<file path="src/hw/rtl/pr80_pkg.sv">
// shared types, constants and round functions of the present-80 cipher
`timescale 1ns / 1ps
`default_nettype none
package pr80_pkg;

  // block and key geometry
  localparam int unsigned BLOCK_W  = 64;
  localparam int unsigned KEY_W    = 80;
  localparam int unsigned KEY_LO_W = 16;
  localparam int unsigned ROUNDS   = 31;
  localparam int unsigned NKEYS    = ROUNDS + 1;
  localparam int unsigned RK_IDX_W = $clog2(NKEYS);

  // configuration port
  localparam int unsigned CFG_IDX_W  = 2;
  localparam int unsigned CFG_DATA_W = 64;
  localparam logic [CFG_IDX_W-1:0] REG_KEY_HIGH = 2'd0;
  localparam logic [CFG_IDX_W-1:0] REG_KEY_LOW  = 2'd1;

  // commands from controller to datapath
  typedef struct packed {
    logic                kload;    // load the key schedule register from the key registers
    logic                kstep;    // write one round key and advance the schedule
    logic [RK_IDX_W-1:0] kidx;     // round key slot being written
    logic                s_load;   // take a new block into the state
    logic                rd_en;    // fetch a round key
    logic [RK_IDX_W-1:0] rd_idx;   // round number of the fetch
    logic                round;    // one full round on the state
    logic                final_s;  // final key add into the state
    logic                out_load; // load the result register
    logic                out_xor;  // result is state xor key, else the state itself
  } pr80_cmd_t;

  // status from datapath to controller
  typedef struct packed {
    logic key_wr; // a key register is written this cycle
  } pr80_stat_t;

  function automatic logic [3:0] sbox_fwd(input logic [3:0] x);
    logic [3:0] y;
    case (x)
      4'h0: y = 4'hC;  4'h1: y = 4'h5;  4'h2: y = 4'h6;  4'h3: y = 4'hB;
      4'h4: y = 4'h9;  4'h5: y = 4'h0;  4'h6: y = 4'hA;  4'h7: y = 4'hD;
      4'h8: y = 4'h3;  4'h9: y = 4'hE;  4'hA: y = 4'hF;  4'hB: y = 4'h8;
      4'hC: y = 4'h4;  4'hD: y = 4'h7;  4'hE: y = 4'h1;  4'hF: y = 4'h2;
      default: y = 4'h0;
    endcase
    return y;
  endfunction

  function automatic logic [3:0] sbox_inv(input logic [3:0] x);
    logic [3:0] y;
    case (x)
      4'h0: y = 4'h5;  4'h1: y = 4'hE;  4'h2: y = 4'hF;  4'h3: y = 4'h8;
      4'h4: y = 4'hC;  4'h5: y = 4'h1;  4'h6: y = 4'h2;  4'h7: y = 4'hD;
      4'h8: y = 4'hB;  4'h9: y = 4'h4;  4'hA: y = 4'h6;  4'hB: y = 4'h3;
      4'hC: y = 4'h0;  4'hD: y = 4'h7;  4'hE: y = 4'h9;  4'hF: y = 4'hA;
      default: y = 4'h0;
    endcase
    return y;
  endfunction

  function automatic logic [BLOCK_W-1:0] sub_fwd(input logic [BLOCK_W-1:0] s);
    logic [BLOCK_W-1:0] o;
    o = '0;
    for (int n = 0; n < BLOCK_W / 4; n++) begin
      o[4*n +: 4] = sbox_fwd(s[4*n +: 4]);
    end
    return o;
  endfunction

  function automatic logic [BLOCK_W-1:0] sub_inv(input logic [BLOCK_W-1:0] s);
    logic [BLOCK_W-1:0] o;
    o = '0;
    for (int n = 0; n < BLOCK_W / 4; n++) begin
      o[4*n +: 4] = sbox_inv(s[4*n +: 4]);
    end
    return o;
  endfunction

  // bit i moves to 16*i mod 63 and bit 63 stays, i.e. the 2-bit and 4-bit index fields swap places
  function automatic logic [BLOCK_W-1:0] perm_fwd(input logic [BLOCK_W-1:0] s);
    logic [BLOCK_W-1:0] o;
    logic [5:0]         i;
    o = '0;
    for (int n = 0; n < BLOCK_W; n++) begin
      i = 6'(n);
      o[{i[1:0], i[5:2]}] = s[n];
    end
    return o;
  endfunction

  // bit i moves to 4*i mod 63, bit 63 stays
  function automatic logic [BLOCK_W-1:0] perm_inv(input logic [BLOCK_W-1:0] s);
    logic [BLOCK_W-1:0] o;
    logic [5:0]         i;
    o = '0;
    for (int n = 0; n < BLOCK_W; n++) begin
      i = 6'(n);
      o[{i[3:0], i[5:4]}] = s[n];
    end
    return o;
  endfunction

  // key schedule step: rotate left by 61, s-box on top nibble, counter into bits 19..15
  function automatic logic [KEY_W-1:0] key_update(input logic [KEY_W-1:0] k,
                                                  input logic [4:0] r);
    logic [KEY_W-1:0] t;
    t = {k[18:0], k[KEY_W-1:19]};
    t[79:76] = sbox_fwd(t[79:76]);
    t[19:15] = t[19:15] ^ r;
    return t;
  endfunction

endpackage
`default_nettype wire

</file>
<file path="src/hw/rtl/pr80_in_if.sv">
// input item channel: block and direction with valid/ready
`timescale 1ns / 1ps
`default_nettype none
interface pr80_in_if;
  logic        valid;
  logic        ready;
  logic        action;
  logic [63:0] data_in;

  modport source (output valid, output action, output data_in, input ready);
  modport sink (input valid, input action, input data_in, output ready);
endinterface
`default_nettype wire

</file>
<file path="src/hw/rtl/pr80_out_if.sv">
// result item channel: processed block with valid/ready
`timescale 1ns / 1ps
`default_nettype none
interface pr80_out_if;
  logic        valid;
  logic        ready;
  logic [63:0] data_out;

  modport source (output valid, output data_out, input ready);
  modport sink (input valid, input data_out, output ready);
endinterface
`default_nettype wire

</file>
<file path="src/hw/rtl/present80_block_cipher.sv">
// top level of the present-80 block cipher
// items are taken one at a time: a new one is accepted only after the result of the last is loaded,
// and the single round unit does one round a cycle with its round key fetched ahead
//   from the key memory
// reset: synchronous, clears the key to zero and expands its round keys, during which no item
//   is taken; a key write repeats that expansion
`timescale 1ns / 1ps
`default_nettype none
module present80_block_cipher (
  input  wire logic                            clk,
  input  wire logic                            rst,
  input  wire logic                            cfg_we,
  input  wire logic [pr80_pkg::CFG_IDX_W-1:0]  cfg_index,
  input  wire logic [pr80_pkg::CFG_DATA_W-1:0] cfg_data,
  pr80_in_if.sink                              req,
  pr80_out_if.source                           rsp
);
  import pr80_pkg::*;

  pr80_cmd_t  cmd;
  pr80_stat_t stat;

  // sequencing
  pr80_ctrl u_ctrl (
    .clk       (clk),
    .rst       (rst),
    .in_valid  (req.valid),
    .in_ready  (req.ready),
    .out_valid (rsp.valid),
    .out_ready (rsp.ready),
    .stat      (stat),
    .cmd       (cmd)
  );

  // key schedule and rounds
  pr80_dpath u_dpath (
    .clk       (clk),
    .rst       (rst),
    .cfg_we    (cfg_we),
    .cfg_index (cfg_index),
    .cfg_data  (cfg_data),
    .action    (req.action),
    .data_in   (req.data_in),
    .data_out  (rsp.data_out),
    .cmd       (cmd),
    .stat      (stat)
  );

endmodule
`default_nettype wire

</file>
<file path="src/hw/rtl/pr80_dpath.sv">
// datapath: key registers, key schedule, round key memory and round unit
`timescale 1ns / 1ps
`default_nettype none
module pr80_dpath (
  input  wire logic                               clk,
  input  wire logic                               rst,
  input  wire logic                               cfg_we,
  input  wire logic [pr80_pkg::CFG_IDX_W-1:0]     cfg_index,
  input  wire logic [pr80_pkg::CFG_DATA_W-1:0]    cfg_data,
  input  wire logic                               action,
  input  wire logic [pr80_pkg::BLOCK_W-1:0]       data_in,
  output logic      [pr80_pkg::BLOCK_W-1:0]       data_out,
  input  wire pr80_pkg::pr80_cmd_t                cmd,
  output pr80_pkg::pr80_stat_t                    stat
);
  import pr80_pkg::*;

  logic [BLOCK_W-1:0]          key_high;
  logic [KEY_LO_W-1:0]         key_low;
  logic [KEY_W-1:0]            kreg;
  logic [BLOCK_W-1:0]          rk_mem [NKEYS];
  logic [BLOCK_W-1:0]          key_q;
  logic [RK_IDX_W-1:0]         raddr;
  logic                        act;
  logic                        act_sel;
  logic [BLOCK_W-1:0]          s;
  logic [BLOCK_W-1:0]          s_mix;
  logic [BLOCK_W-1:0]          s_round;

  // key register writes, out-of-range indexes ignored
  always_ff @(posedge clk) begin
    if (rst) begin
      key_high <= '0;
      key_low  <= '0;
    end else if (cfg_we) begin
      case (cfg_index)
        REG_KEY_HIGH: key_high <= cfg_data;
        REG_KEY_LOW:  key_low  <= cfg_data[KEY_LO_W-1:0];
        default: ;
      endcase
    end
  end

  assign stat.key_wr = cfg_we && ((cfg_index == REG_KEY_HIGH) || (cfg_index == REG_KEY_LOW));

  // key schedule register
  always_ff @(posedge clk) begin
    if (cmd.kload) begin
      kreg <= {key_high, key_low};
    end else if (cmd.kstep) begin
      kreg <= key_update(kreg, cmd.kidx + RK_IDX_W'(1));
    end
  end

  // round key memory, written during expansion, registered read
  always_ff @(posedge clk) begin
    if (cmd.kstep) begin
      rk_mem[cmd.kidx] <= kreg[KEY_W-1:KEY_W-BLOCK_W];
    end
  end

  // decryption walks the keys from the top down
  assign act_sel = cmd.s_load ? action : act;
  assign raddr   = act_sel ? ~cmd.rd_idx : cmd.rd_idx;

  always_ff @(posedge clk) begin
    if (cmd.rd_en) begin
      key_q <= rk_mem[raddr];
    end
  end

  // round unit: key add, then sbox/perm, or inverse perm/sbox to decrypt
  assign s_mix   = s ^ key_q;
  assign s_round = act ? sub_inv(perm_inv(s_mix)) : perm_fwd(sub_fwd(s_mix));

  always_ff @(posedge clk) begin
    if (cmd.s_load) begin
      s   <= data_in;
      act <= action;
    end else if (cmd.round) begin
      s <= s_round;
    end else if (cmd.final_s) begin
      s <= s_mix;
    end
  end

  // result register
  always_ff @(posedge clk) begin
    if (cmd.out_load) begin
      data_out <= cmd.out_xor ? s_mix : s;
    end
  end

endmodule
`default_nettype wire

</file>
<file path="src/hw/rtl/pr80_ctrl.sv">
// controller: key expansion sequencing, round counting and handshakes
`timescale 1ns / 1ps
`default_nettype none
module pr80_ctrl (
  input  wire logic                 clk,
  input  wire logic                 rst,
  input  wire logic                 in_valid,
  output logic                      in_ready,
  output logic                      out_valid,
  input  wire logic                 out_ready,
  input  wire pr80_pkg::pr80_stat_t stat,
  output pr80_pkg::pr80_cmd_t       cmd
);
  import pr80_pkg::*;

  localparam logic [2:0] ST_KLOAD  = 3'd0;
  localparam logic [2:0] ST_EXPAND = 3'd1;
  localparam logic [2:0] ST_IDLE   = 3'd2;
  localparam logic [2:0] ST_RUN    = 3'd3;
  localparam logic [2:0] ST_DONE   = 3'd4;

  localparam logic [RK_IDX_W-1:0] LAST = RK_IDX_W'(NKEYS - 1);

  logic [2:0]          state;
  logic [2:0]          state_next;
  logic [RK_IDX_W-1:0] cnt;
  logic [RK_IDX_W-1:0] cnt_next;
  logic                out_free;

  assign out_free = !out_valid || out_ready;

  // next state and commands
  always_comb begin
    cmd        = '0;
    state_next = state;
    cnt_next   = cnt;
    in_ready   = 1'b0;
    case (state)
      ST_KLOAD: begin
        cmd.kload  = 1'b1;
        cnt_next   = '0;
        state_next = ST_EXPAND;
      end
      ST_EXPAND: begin
        cmd.kstep = 1'b1;
        cmd.kidx  = cnt;
        cnt_next  = cnt + RK_IDX_W'(1);
        if (cnt == LAST) begin
          state_next = ST_IDLE;
        end
      end
      ST_IDLE: begin
        in_ready = !stat.key_wr;
        if (in_valid && !stat.key_wr) begin
          cmd.s_load = 1'b1;
          cmd.rd_en  = 1'b1;
          cmd.rd_idx = '0;
          cnt_next   = '0;
          state_next = ST_RUN;
        end
      end
      ST_RUN: begin
        cmd.rd_en  = 1'b1;
        cmd.rd_idx = cnt + RK_IDX_W'(1);
        if (cnt != LAST) begin
          cmd.round = 1'b1;
          cnt_next  = cnt + RK_IDX_W'(1);
        end else if (out_free) begin
          cmd.out_load = 1'b1;
          cmd.out_xor  = 1'b1;
          state_next   = ST_IDLE;
        end else begin
          cmd.final_s = 1'b1;
          state_next  = ST_DONE;
        end
      end
      ST_DONE: begin
        if (out_free) begin
          cmd.out_load = 1'b1;
          state_next   = ST_IDLE;
        end
      end
      default: begin
        state_next = ST_KLOAD;
      end
    endcase
    // a key write restarts the expansion
    if (stat.key_wr) begin
      state_next = ST_KLOAD;
    end
  end

  // state, counter and result flag
  always_ff @(posedge clk) begin
    if (rst) begin
      state     <= ST_KLOAD;
      cnt       <= '0;
      out_valid <= 1'b0;
    end else begin
      state <= state_next;
      cnt   <= cnt_next;
      if (cmd.out_load) begin
        out_valid <= 1'b1;
      end else if (out_ready) begin
        out_valid <= 1'b0;
      end
    end
  end

  // an accepted item starts its first round next cycle
  a_start: assert property (@(posedge clk) disable iff (rst)
    (in_valid && in_ready && !stat.key_wr) |=> (state == ST_RUN) && (cnt == '0))
    else $error("accepted item did not start rounds");

  // the result register is loaded only at the end of the rounds
  a_out_load: assert property (@(posedge clk) disable iff (rst)
    cmd.out_load |-> ((state == ST_RUN) && (cnt == LAST)) || (state == ST_DONE))
    else $error("result loaded mid-computation");

  // no item taken while round keys are being written
  a_no_accept_expand: assert property (@(posedge clk) disable iff (rst)
    ((state == ST_EXPAND) || (state == ST_KLOAD)) |-> !in_ready)
    else $error("item accepted during key expansion");

  // a key write always leads to a fresh expansion
  a_key_restart: assert property (@(posedge clk) disable iff (rst)
    stat.key_wr |=> (state == ST_KLOAD))
    else $error("key write did not restart expansion");

  // a finished result is never overwritten while it waits
  a_no_overwrite: assert property (@(posedge clk) disable iff (rst)
    (out_valid && !out_ready) |-> !cmd.out_load)
    else $error("waiting result overwritten");

endmodule
`default_nettype wire

</file>
<file path="src/flat_wrapper.sv">
// flat-port wrapper written by rule: the top's interface ports become plain ports
module present80_block_cipher_flat import pr80_pkg::*;
  (clk, rst, cfg_we, cfg_index, cfg_data, req_valid, req_action, req_data_in, req_ready, rsp_valid, rsp_data_out, rsp_ready);
  pr80_in_if req_i ();
  pr80_out_if rsp_i ();
  input  wire logic clk;
  input  wire logic rst;
  input  wire logic cfg_we;
  input  wire logic [pr80_pkg::CFG_IDX_W-1:0] cfg_index;
  input  wire logic [pr80_pkg::CFG_DATA_W-1:0] cfg_data;
  input wire logic [$bits(req_i.valid)-1:0] req_valid;
  input wire logic [$bits(req_i.action)-1:0] req_action;
  input wire logic [$bits(req_i.data_in)-1:0] req_data_in;
  output wire logic [$bits(req_i.ready)-1:0] req_ready;
  output wire logic [$bits(rsp_i.valid)-1:0] rsp_valid;
  output wire logic [$bits(rsp_i.data_out)-1:0] rsp_data_out;
  input wire logic [$bits(rsp_i.ready)-1:0] rsp_ready;
  assign req_i.valid = req_valid;
  assign req_i.action = req_action;
  assign req_i.data_in = req_data_in;
  assign req_ready = req_i.ready;
  assign rsp_valid = rsp_i.valid;
  assign rsp_data_out = rsp_i.data_out;
  assign rsp_i.ready = rsp_ready;
  present80_block_cipher u_core (.clk(clk), .rst(rst), .cfg_we(cfg_we), .cfg_index(cfg_index), .cfg_data(cfg_data), .req(req_i), .rsp(rsp_i));
endmodule
</file>
<file path="config.mk">
export PLATFORM = sky130hd
export DESIGN_NAME = present80_block_cipher_flat
export DESIGN_NICKNAME = d
export VERILOG_FILES = /design/src/hw/rtl/pr80_pkg.sv /design/src/hw/rtl/pr80_in_if.sv /design/src/hw/rtl/pr80_out_if.sv /design/src/hw/rtl/present80_block_cipher.sv /design/src/hw/rtl/pr80_dpath.sv /design/src/hw/rtl/pr80_ctrl.sv /design/src/flat_wrapper.sv
export SDC_FILE = /design/constraint.sdc
export NUM_CORES = 2
export LEC_CHECK = 0
export ABC_AREA = 1
export BUFFER_PORTS_ARGS = -buffer_cell sky130_fd_sc_hd__buf_4
export CELL_PAD_IN_SITES_DETAIL_PLACEMENT = 0
export CELL_PAD_IN_SITES_GLOBAL_PLACEMENT = 1
export CORE_MARGIN = 2
export CORE_UTILIZATION = 28
export DETAILED_ROUTE_END_ITERATION = 6
export HOLD_SLACK_MARGIN = 0.12
export PLACE_DENSITY_LB_ADDON = 0.2
export SETUP_SLACK_MARGIN = 0.5
export SLEW_MARGIN = 20
export SYNTH_ARGS = -nofsm -noshare
export SYNTH_HDL_FRONTEND = slang
export SYNTH_HIERARCHICAL = 1
export SYNTH_MEMORY_MAX_BITS = 65536
export SYNTH_SLANG_ARGS = --single-unit
</file>
<file path="constraint.sdc">
create_clock -name clk -period 6.5 [get_ports clk]
set_clock_uncertainty 0.15 [all_clocks]
set_input_delay 0.325 -clock clk [delete_from_list [all_inputs] [get_ports clk]]
set_output_delay 0.325 -clock clk [all_outputs]
set_load 0.05 [all_outputs]
</file>
==> impl_results.md <==
* Status: complete, no violations
* Post-synth top flop: edfxtp_1
* Initial Utilization at 28.1%
* Hpwl dp at 218 mm
* Adder-cell share of the synthesized area at 0.911%
* Reg2reg setup slack at 1.96 ns
* WL per Instance at 26.6 um
* I/O pin total at 202
* CTS hold repair buffers at 322
* Pre-antenna DRT Iters at 7
* Slew HR at 23.8%
* All-Layer GR Usage at 20.6%
* Critical path type: input port to flip-flop
* Hold Vio Cnt, Final at 0
* Net Count, Synth at 9521
* Avg Inst Size Synth at 11.1 um2
* Slowest CP cell: nor2_2
* Area occupied by multi-input gates at between 20000 and 30000 um2
* Dpl cell area at 111000 um2
* CTS tree: done
* First-pass GRT wire length at 552 mm
* GRT Residual Overflow at 0
* Crit path buffers/inverters at 5
* Clock buffer depth at 4
* Post-Synthesis Cells at 9310
* Nets at 10013
* Total wire length at between 300 and 400 mm
* Postcts setup bufs at 0
* CP delay by family, top: simple AND/OR/NAND/NOR gates
* Total CTS buffers at 287
* Worst Path Required at 6.85 ns
* Post-Route Setup TNS at 0 ns
* EDFF count, synth at 2320
* Row cnt at 222
* Fmax at about 220 MHz
* I/O Buffers at 201
* Synthesized area at around 100000 um2
* Post-synthesis simple-gate area fraction at around 23%
* Largest net degree at the start of global routing at 137
* Clock latency at the later pin of the worst-skew pair at 0.91 ns
* Worst setup SP type: input port
* Root Driver: clkbuf_16
* Synth async-reset ratio at 0%
* Pwr per Cell Area at 389 nW/um2
* Min Hold Slack at between 0.15 and 0.2 ns
* CTS H-Tree Depth at 5
* Crit path arrival time at roughly 5 ns
* Die Span X at just over 600 um
* CP peak stage delay at 0.64 ns
* Post-Synth XOR/XNOR Area at less than 1%
* Leak at 44.5 nW
* Vias/cell at 5.07
* Reg clk slew, reported paths at 0.06 ns
* Critical path endpoint category: flip-flop
* RSZ-0062 raised after global routing: no
* Portion of netlist area occupied by mux cells at 0%
* Synth Area in Compound Gates at 2.53%
* Worst vdd ir at 0.276 mV
* Fillers at between 30000 and 40000
* Remaining DRCs at 0
* Register area at 71500 um2
* Yosys reg bits at around 2400
* Area growth, synth to finish at 19.8%
* Ys Warns at 6
* Max-slew violations at 0
* Final min period at 4.64 ns
* Initial antenna violation count at 24
* Crit path top cell by count: nand3_1
* Clock Sinks at between 2000 and 2500
* Max cap viols at 0
* Antenna-violating nets left at 0
* CORE AREA at 366000 um2
* Cell Chain, Critical Path: dlygate4sd3_1, buf_4, nor2_2, inv_1, nand2_1, nor2_4, nand2_4, dlygate4sd3_1, nand2_4, nand2_4, nand2_8, buf_4, nand2_1, nand3_1, nand3_1, nand3_1, nand3_1, nand2_1
* DR vias at 75210
* Full die area at ~370000 um2
* Setup-failing EPs final at 0
* Drt initial violations at 7789
* CP max FO at 79
* Gpl congestion at 0.836
* Fraction of layout cells with a size suffix above 1 at 9.76%
* Die height at 610 um
* Worst Tran Pin Value at 1.14 ns
* Sequential-to-total area share from yosys stat at 69.5%
* Final Cell Area at 123000 um2
* Vias in the first global route at 71578
* Combinational family with the most area after synthesis: simple AND/OR/NAND/NOR gates
* Hold Path Class: input port to flip-flop
* Post-CTS resize count at 0
* Tcrit/Tclk final at between 70% and 80%
* Count of cell types in the netlist at 42
-- worst reg2reg max path, cell delays in order, from the launching register on --
cell and delay, ns:
dfxtp_1 0.56, nand2_2 0.21, nor2_4 0.18, nand2_4 0.09
dlygate4sd3_1 0.60, nand2_4 0.21, nand2_4 0.13, nand2_8 0.60
buf_4 0.70, nand2_1 0.21, nand3_1 0.10, nand3_1 0.08
nand3_1 0.12, nand3_1 0.11, nand2_1 0.25
-- final cells by class --
class                           count  share of cell area, %
Antenna cell                        4                0.00812
Tap cell                         4816                   4.89
Inverter                          230                  0.717
Clock buffer                      364                   6.15
Clock inverter                    149                   1.20
Multi-Input combinational cell   6074                   22.9
Sequential cell                  2414                   58.0
Timing Repair Buffer              795                   6.13
-- logic make-up (layout without fill, tap and decap cells) --
logic type	count (synthesis)	count (layout)
AOI/OAI and AO/OA	462	462
buffers and inverters	822	1538
other	0	4
xor gates and xnor gates	58	58
and+or+nand+nor	5479	5479
adders and majority gates	75	75
DFF	2414	2414
-- flip-flops by register name, indices dropped and copies added, names as in the netlist, named ones only --
signal                   cells
u_core/u_dpath/key_q        64
u_core/u_dpath/act           1
u_core/u_dpath/kreg         80
u_core/u_dpath/key_low      16
u_core/u_dpath/key_high     64
u_core/u_ctrl/state          3
u_core/u_ctrl/cnt            5
u_core/u_dpath/s            64
u_core/u_dpath/data_out     64
u_core/u_ctrl/out_valid      1
u_core/u_dpath/rk_mem     2048
-- synth_stat cells (2+ instances only) --
library cell / n / area (um2)
nand2_1: 2874 / 10800
nand3_1: 2382 / 11900
edfxtp_1: 2320 / 69700
buf_2: 320 / 1600
o21ai_0: 237 / 1190
inv_1: 210 / 788
clkbuf_1: 204 / 766
nor2_1: 158 / 593
a21oi_1: 104 / 521
dfxtp_1: 94 / 1880
o211ai_1: 77 / 578
ha_1: 75 / 938
buf_1: 41 / 154
xor2_1: 29 / 254
xnor2_1: 28 / 245
buf_4: 26 / 195
or2_2: 25 / 156
a211oi_1: 19 / 143
clkinv_1: 13 / 48.8
nand2_2: 8 / 50.1
inv_2: 7 / 26.3
nor3_1: 7 / 35.0
a31oi_1: 6 / 37.5
nor2_2: 6 / 37.5
o22ai_1: 6 / 37.5
nand4_1: 5 / 31.3
nand2_4: 4 / 45.0
nand3_2: 4 / 40.0
o21bai_1: 4 / 30.0
nand3b_1: 2 / 15.0
nor2_4: 2 / 22.5
o2111ai_1: 2 / 17.5
o31ai_1: 2 / 15.0
-- worst paths after layout --
kind                          endpoint  depth (start not counted)                 startpoint
max           u_core/u_dpath/key_q[39]                         18               cfg_index[1]
min          u_core/u_dpath/key_low[7]                          4                cfg_data[7]
max reg2reg   u_core/u_dpath/key_q[29]                         14     u_core/u_ctrl/state[1]
min reg2reg  u_core/u_dpath/key_low[3]                          2  u_core/u_dpath/key_low[3]
-- cells in the final DEF, fill, tap and decap left out, types with 5 or more instances in the layout --
master / count
nand2_2: 9
xnor2_1: 27
nor2_4: 36
nor3_1: 6
dlygate4sd3_1: 322
buf_4: 406
o211ai_1: 77
buf_12: 56
edfxtp_1: 2320
inv_6: 11
clkbuf_8: 5
clkbuf_1: 69
buf_8: 8
inv_2: 8
dfxtp_1: 93
o21ai_0: 236
nand3_1: 2381
clkinv_2: 47
clkinv_8: 5
a21oi_1: 103
nor2_2: 7
inv_1: 204
nand4_1: 5
nor2_1: 123
clkinvlp_4: 6
clkinv_16: 6
clkbuf_16: 290
ha_1: 75
bufinv_16: 20
a211oi_1: 19
nand2_1: 2870
xor2_1: 26
clkinv_1: 64
o22ai_1: 6
nand2_4: 6
or2_2: 24
a31oi_1: 6
-- stage by stage --
stage	utilization [%]	std cells	setup WS, ns	power [W]
2_1_floorplan	-	9310	1.65	0.0270
5_1_grt	33.7	14843	1.63	0.0501
3_5_place_dp	30.3	14000	1.54	0.0323
6_report	33.7	14846	1.86	0.0479
3_3_place_gp	30.3	13995	1.54	0.0323
4_1_cts	33.7	14835	1.88	0.0483
-- report_power, final --
group | switching, W | total (W) | internal [W] | leakage, nW
sequential | 0.000404 | 0.0187 | 0.0183 | 22.0
clock | 0.00671 | 0.0158 | 0.00911 | 4.41
combinational | 0.00980 | 0.0134 | 0.00358 | 18.0
total | 0.0169 | 0.0479 | 0.0310 | 44.5
-- layer usage --
layer / wire (um) / part of all wire [%] / vias up / GRT usage (%)
met5: 0 / 0 / - / 0
met4: 9310 / 2.4 / 0 / 4.98
met3: 23800 / 6.0 / 482 / 2.40
met2: 182000 / 46 / 2801 / 33.3
met1: 180000 / 46 / 38041 / 29.2
li1: - / - / 33886 / -
Note: power is estimated with default switching activity, not from simulation.
